File: config.mk
export PLATFORM = sky130hd
export DESIGN_NAME = uart_rb_front
export DESIGN_NICKNAME = d
export VERILOG_FILES = /design/src/rtl/uart_rb_pkg.sv /design/src/rtl/uart_rb_front.sv
export SDC_FILE = /design/constraint.sdc
export NUM_CORES = 1
export LEC_CHECK = 0
export BUFFER_PORTS_ARGS = -buffer_cell sky130_fd_sc_hd__buf_4
export CAP_MARGIN = 20
export CORE_ASPECT_RATIO = 1.75
export CORE_UTILIZATION = 44
export CTS_CLUSTER_SIZE = 16
export DETAILED_ROUTE_END_ITERATION = 10
export GPL_TIMING_DRIVEN = 0
export PLACE_DENSITY = 0.77
export SLEW_MARGIN = 20
export SYNTH_ARGS = -nofsm -noshare
export SYNTH_HDL_FRONTEND = slang
export SYNTH_SLANG_ARGS = --single-unit
File: constraint.sdc
create_clock -name i_clk -period 1.4 [get_ports i_clk]
set_clock_uncertainty 0.05 [all_clocks]
set_input_delay 0.28 -clock i_clk [delete_from_list [all_inputs] [get_ports i_clk]]
set_output_delay 0.28 -clock i_clk [all_outputs]
set_load 0.01 [all_outputs]
File: src/rtl/uart_rb_pkg.sv
// ----------------------------------------------------------------------------
// uart_rb_pkg
// Shared types and constants for the receive ring buffer.
// ----------------------------------------------------------------------------
`default_nettype none

package uart_rb_pkg;

    localparam int unsigned BUFFER_DEPTH = 4096;
    localparam int unsigned ADDR_W       = $clog2(BUFFER_DEPTH);
    localparam logic [31:0] DEPTH_W32    = 32'(BUFFER_DEPTH);

    localparam logic [1:0] CMD_PUSH   = 2'd0;
    localparam logic [1:0] CMD_POP    = 2'd1;
    localparam logic [1:0] CMD_STATUS = 2'd2;

    typedef struct packed {
        logic [1:0] command;
        logic [7:0] rx_byte;
        logic [3:0] line_error;
    } t_in_item;

    typedef struct packed {
        logic [7:0]  read_data;
        logic        read_valid;
        logic        overflow_event;
        logic [31:0] fill_count;
        logic [31:0] overflow_total;
        logic [31:0] line_error_total;
        logic [31:0] fill_high_water;
        logic [31:0] bytes_received;
    } t_out_item;

    typedef enum logic [1:0] {
        OP_PUSH,
        OP_POP,
        OP_STATUS
    } t_op_kind;

    // classified operation handed from front end to back end
    typedef struct packed {
        t_op_kind   kind;
        logic [7:0] rx_byte;
        logic       has_error;
    } t_op;

    typedef enum logic {
        BK_RUN,
        BK_READ
    } t_back_state;

endpackage

`default_nettype wire

File: src/rtl/uart_rb_front.sv
// ----------------------------------------------------------------------------
// uart_rb_front
// Accepts input items, decodes the command and queues the operation.
// ----------------------------------------------------------------------------
`default_nettype none

module uart_rb_front (
    input  wire                        i_clk,
    input  wire                        i_rst_n,
    input  wire                        i_in_valid,
    output logic                       o_in_ready,
    input  wire uart_rb_pkg::t_in_item i_in_item,
    output logic                       o_op_valid,
    input  wire                        i_op_ready,
    output uart_rb_pkg::t_op           o_op
);
    import uart_rb_pkg::*;

    t_op        op_dec;
    t_op        r_q_data [2];
    logic       r_wr_idx;
    logic       r_rd_idx;
    logic [1:0] r_q_cnt;
    logic       push_q;
    logic       pop_q;

    always_comb begin
        op_dec.rx_byte   = i_in_item.rx_byte;
        op_dec.has_error = (i_in_item.line_error != 4'd0);
        unique case (i_in_item.command)
            CMD_PUSH: op_dec.kind = OP_PUSH;
            CMD_POP:  op_dec.kind = OP_POP;
            default:  op_dec.kind = OP_STATUS;
        endcase
    end

    assign o_in_ready = (r_q_cnt != 2'd2);
    assign o_op_valid = (r_q_cnt != 2'd0);
    assign o_op       = r_q_data[r_rd_idx];
    assign push_q     = i_in_valid && o_in_ready;
    assign pop_q      = o_op_valid && i_op_ready;

    always_ff @(posedge i_clk) begin
        if (!i_rst_n) begin
            r_wr_idx <= 1'b0;
            r_rd_idx <= 1'b0;
            r_q_cnt  <= 2'd0;
        end else begin
            if (push_q) begin
                r_wr_idx <= ~r_wr_idx;
            end
            if (pop_q) begin
                r_rd_idx <= ~r_rd_idx;
            end
            case ({push_q, pop_q})
                2'b10:   r_q_cnt <= r_q_cnt + 2'd1;
                2'b01:   r_q_cnt <= r_q_cnt - 2'd1;
                default: r_q_cnt <= r_q_cnt;
            endcase
        end
    end

    always_ff @(posedge i_clk) begin
        if (push_q) begin
            r_q_data[r_wr_idx] <= op_dec;
        end
    end

endmodule

`default_nettype wire

==> flow_summary.toml, run 1 <==
[yosys]
synth_area_leaders = "edfxtp_1 63%, mux2_2 12%, dfxtp_1 9.6%, xnor2_1 2.5%, nor2b_1 1.8%"
synth_edf_count = 22
synth.avg_cell_area_um2 = 17.1
synth_ff_type = "edfxtp_1"
yosysTopAreaCellShare_pct = 63.4
ys_seq_area_share_pct = 73.0
ys_types = 22
syn-num-nets = 80
async_flop_share_pct = 0
yosys_register_bits = 27
synth_area_um2 = 1040
synthCells = 61
synth_top_cell_by_area = "edfxtp_1"
yosysWarnings = 0
synth.most_common_cell = "edfxtp_1"
yosys-top-cells-count = "22 x edfxtp_1, 11 x mux2_2, 5 x dfxtp_1, 3 x nor2b_1, 3 x xnor2_1"

[sta]
period_minus_slack_ns = 1.54
slew_violations = 0
hold_violations = 0
period_share_pct = 110
rsz0062_at_grt = "true"
slew_headroom_pct = 80.8
setup_slack_ns = -0.139
setup_viol = 12
max_freq_mhz = 650
tightestPinTransition_ns = 0.288

[clock_network]
cts.path.max_buffers = 2
cts_buffers = 3
cts_root_buf = "clkbuf_8"
cts_tree = "yes"
h-tree-depth = 1
clk_latency_ns = 0.27
path_clk_slew_ns = 0.09
cts.sinks = 27

[setup_path]
crit_fanout = 5
timing.critical_path.slowest_stage_cell = "dfxtp_4"
r2r_start = "r_q_cnt[1]"
path_buf_inv = 2
regToRegEndpoint = "r_q_cnt[1]"
slowest_delay_ns = 0.38
path_depth = 3
critPathMostFrequentCell = "buf_6"
r2r_slack_ns = -0.05
worstSetupEndpoint = "o_op[9]"
critPathTopFamily = "flip-flops"
path_class = "reg -> out"
worstPathArrival_ns = 1.21
start_kind = "flip-flop"
path_cells = "buf_6 > mux2_4 > buf_6"
ff2ff_path_depth = 5
end_kind = "output pin"
required_ns = 1.07

[finish]
area_growth_pct = 46.1
fin_cells = 124
drive_gt1_share_pct = 61.6
nets = 119
n_antenna_cell = 0
nFillCells = 181
layout.area.seq_um2 = 772
multi_input_area_um2 = 344

[power_and_ir_drop]
p_switching_uw = 746
p_int_mw = 1.97
seq_power_share_pct = 41.8
ir_drop_v = 0.00126
switching_share_pct = 27.4
clkPwrFrac_pct = 16.0
powerDensity_nw_per_um2 = 1780
p_leak_nw = 0.591
pwr-share-comb_pct = 42.2

[detailed_routing]
first_pass_iters = 3
post_drt_wl_per_cell_um = 14.6
drc = 0
wl_um = 1810
num_vias = 617
viasPerCell = 4.98
drtAntennaViolNets = 0
drt_iter0_markers = 5

[outcome]
violations = "negative setup slack"
run_status = "complete, but fails checks"

[floorplan]
fp.dieH_um = 66.4
initial_core_util_pct = 45.8
die_width_um = 38.8
io_pins = 31
core-area_um2 = 2270
fp-row-count = 23
die_area_um2 = 2580

[grt]
grt_util_met1_pct = 16.3
grt_pass1_wl_um = 2790
grt_pass1_vias = 617
globalRouteTotalUtil_pct = 15.9
grt_max_degree = 17
antenna_found_initial = 0
overflow = 0
grt_use_met3_pct = 2.02
grt-busiest-layer = "met2"
grt_use_met2_pct = 30.4

[place]
hpwl_um = 1340
place.gp.congestion = 0.616
pre_cts_ws_ns = -0.106
port_buffers = 30
dp_cells = 116

[job]
maxCapViolCount = 0

[worst_hold_path]
hp-class = "in -> reg"
## power by group through the flow
stage	clock network [mW]	registers (mW)	logic, mW
after CTS	0.444	1.14	1.14
after detailed placement	0	1.12	0.843
after floorplan	0	1.10	0.525
after global placement	0	1.11	0.814
after global routing	0.466	1.16	1.23
final	0.435	1.14	1.15
## how the worst min path moves through the flow
stage | startpoint | cells after the start | to | slack (ns)
2_1_floorplan | i_in_item[4] | 0 | r_q_data[0][1] | 0.33
3_3_place_gp | i_in_item[6] | 1 | r_q_data[0][3] | 0.42
3_5_place_dp | i_in_item[6] | 1 | r_q_data[1][3] | 0.42
4_1_cts | i_in_item[6] | 1 | r_q_data[1][3] | 0.13
5_1_grt | i_in_item[6] | 1 | r_q_data[0][3] | 0.13
6_report | i_in_item[7] | 1 | r_q_data[1][4] | 0.14
## layout make-up
class	instances	share of cell area, %
clock buffer	3	2.71
clock inverter	1	0.493
buffer	2	0.986
tap	25	2.05
sequential	27	50.7
multi-input combinational	31	22.6
inverter	1	0.493
timing repair buffer	34	20.0
## cell usage in the layout (no fill, tap or decap), types with 2 or more instances in the layout
master / n
buf_6: 14
buf_4: 21
clkbuf_8: 3
mux2_4: 11
clkinvlp_4: 2
edfxtp_1: 22
nor2b_1: 3
dfxtp_4: 3
dfxtp_1: 2
xnor2_1: 3
## flip-flops by register name, indices dropped and copies added, names as in the netlist, named ones only
name / flops
r_q_data: 22
r_q_cnt: 2
r_rd_idx: 1
r_wr_idx: 1
## cell families after synthesis
logic type                 share of synthesized area, %
AOI/OAI and AO/OA                                  3.60
xor gates and xnor gates                           2.52
adders and majority gates                          1.20
buffers and inverters                              1.20
DFF                                                73.0
muxes                                              11.9
and+or+nand+nor                                    6.60
## layer usage
layer / vias to the layer above / share of wire (%)
met5: - / 0
met4: 0 / 0.50
met3: 2 / 4.0
met2: 20 / 58
met1: 293 / 37
li1: 302 / -
## metrics by stage
| stage | hold WS [ns] | util (%) | total power [mW] | TNS (ns) | instance area, um^2 |
|---|---|---|---|---|---|
| 3_5_place_dp | 0.418 | 58.1 | 1.96 | -0.772 | 1320 |
| 4_1_cts | 0.134 | 66.6 | 2.72 | -1.61 | 1520 |
| 5_1_grt | 0.129 | 67.0 | 2.85 | -1.96 | 1520 |
| 6_report | 0.140 | 67.0 | 2.72 | -1.48 | 1520 |
| 3_3_place_gp | 0.416 | 58.1 | 1.92 | -0.309 | 1320 |
| 2_1_floorplan | 0.329 | - | 1.62 | 0 | 1060 |
## timing repair
action / 4_1_cts / 5_1_grt
endpoints found under the setup margin: 34 / 12
buffers inserted: 2 / 1
pin swaps: 3 / 0
resized for setup: 38 / 0
cloned: 1 / 0
hold buffers: 0 / 0
Note: power is estimated with default switching activity, not from simulation.
==> inputs of run 2 (changes only) <==
CORE_ASPECT_RATIO = default   (was 1.75)
RECOVER_POWER = 100   (was default)
==> run 2 against run 1 <==
Net effect: the flow still finishes with violations (negative setup slack); register-to-register slack about the same; via count is 3.4% higher; global-route usage fell by 1.1 points; hold slack worse by 0.032 ns; die area fell by 0.30%; sequential share of layout area down 0.78 points; utilization is 2.9 points higher; largest cell class unchanged.
==> flow_summary.toml, run 2 (synthesized netlist as in run 1, its figures left out) <==
[grt]
grt_pass1_wl_um = 2670
antenna_found_initial = 0
overflow = 0
grt_max_degree = 16
grt_pass1_vias = 642
globalRouteTotalUtil_pct = 14.7

[place]
port_buffers = 30
place.gp.congestion = 0.635
placed_area_um2 = 1320
pre_cts_ws_ns = -0.0936
hpwl_um = 1170
dp_cells = 119

[finish]
area_growth_pct = 48.4
mostFrequentLayoutCell = "edfxtp_1"
final_util_pct = 69.9
largest_reg_flops = 22
n_antenna_cell = 0
final_cell_mix = "22 x edfxtp_1, 13 x buf_6, 12 x clkbuf_4"
nFillCells = 159
final_cell_area_um2 = 1550
nets = 120
largest_register = "r_q_data"
fin_cells = 128
multi_input_area_um2 = 364
layout.area.seq_um2 = 772
top_regs = "r_q_data x22, r_q_cnt x2"
drive_gt1_share_pct = 62.0

[detailed_routing]
drt_iter0_markers = 8
num_vias = 638
first_pass_iters = 4
post_drt_wl_per_cell_um = 14.1
viasPerCell = 4.98
drtAntennaViolNets = 0
drc = 0
wl_um = 1810

[clock_network]
h-tree-depth = 1
path_clk_slew_ns = 0.14
cts.sinks = 27
cts_buffers = 3
cts_tree = "yes"
cts_root_buf = "clkbuf_4"
cts_hold_buf = 0
cts.path.max_buffers = 2
clk_latency_ns = 0.31

[sta]
max_freq_mhz = 618
period_minus_slack_ns = 1.62
hold_violations = 0
setup_viol = 12
slew_violations = 0
setup_slack_ns = -0.219
rsz0062_at_grt = "true"
setup-tns-final_ns = -2.20
period_share_pct = 116
fin_hold_ws_ns = 0.108
tightestPinTransition_ns = 0.268
slew_headroom_pct = 82.1

[floorplan]
initial_core_util_pct = 47.1
fp-row-count = 17
io_pins = 31
core-area_um2 = 2210
fp.dieH_um = 50.7
die_width_um = 50.7
die_area_um2 = 2570

[power_and_ir_drop]
p_total_mw = 2.75
p_leak_nw = 0.599
ir_drop_v = 0.00115
powerDensity_nw_per_um2 = 1780

[setup_path]
r2r_slack_ns = -0.04
required_ns = 1.07
ff2ff_path_depth = 5
start_kind = "flip-flop"
r2r_start = "r_q_cnt[1]"
end_kind = "output pin"
crit_fanout = 5
worstPathArrival_ns = 1.29
path_class = "reg -> out"
regToRegEndpoint = "r_q_cnt[1]"

[worst_hold_path]
hold_depth = 1
hold_end = "r_q_data[0][7]"
worstHoldStart = "i_in_item[10]"
hp-class = "in -> reg"

[outcome]
violations = "negative setup slack"
run_status = "complete, but fails checks"

[job]
maxCapViolCount = 0
==> run 2: cell count changes in the layout (fill, tap and decap cells not counted), moves of 2 or more <==
cell and delta:
clkbuf_8 -3, xnor2_2 +2, clkbuf_4 +12, clkbuf_1 +2
buf_4 -11, xnor2_1 -2
==> run 2: metal layers <==
layer	track usage, %	wire length (um)	vias to the layer above
met5	0	0	-
met4	8.33	10	0
met3	2.73	73	2
met2	28.7	1040	16
met1	14.1	680	317
li1	-	-	303
==> run 2: layout make-up <==
cell class / count / area share (%)
Multi-Input combinational cell: 31 / 23.5
Sequential cell: 27 / 49.9
Clock inverter: 1 / 0.324
Timing Repair Buffer: 35 / 20.8
Inverter: 1 / 0.485
Clock buffer: 3 / 1.46
Buffer: 2 / 1.21
Tap cell: 28 / 2.27
==> run 2: repair_timing <==
| item | 4_1_cts | 5_1_grt |
|---|---|---|
| gates resized for setup | 17 | 24 |
| setup buffers | 4 | 0 |
| pin swaps | 5 | 1 |
| gates cloned | 0 | 1 |
| endpoints found under the setup margin | 24 | 25 |
==> run 2: critical path, cell delays in order, from the launching register on <==
cell,delay [ns]
dfxtp_4,0.40
clkbuf_16,0.15
mux2_4,0.30
buf_6,0.12
==> run 2: where the power goes <==
group / switching, mW / leakage, nW / internal [mW]
logic: 0.465 / 0.335 / 0.824
clock network: 0.219 / 0.0177 / 0.107
registers: 0.0893 / 0.246 / 1.05
total: 0.773 / 0.599 / 1.98
==> run 2: worst max-delay path by stage <==
stage / startpoint / end / slack [ns]
CTS: flip-flop / o_op[6] / -0.25
global placement: r_q_cnt[1] / r_q_cnt[1] / -0.04
global route: flip-flop / o_op[1] / -0.27
finish: flip-flop / o_op[1] / -0.22
detailed placement: r_q_cnt[1] / r_q_cnt[1] / -0.09
floorplan: r_q_cnt[0] / r_q_cnt[1] / 0.009
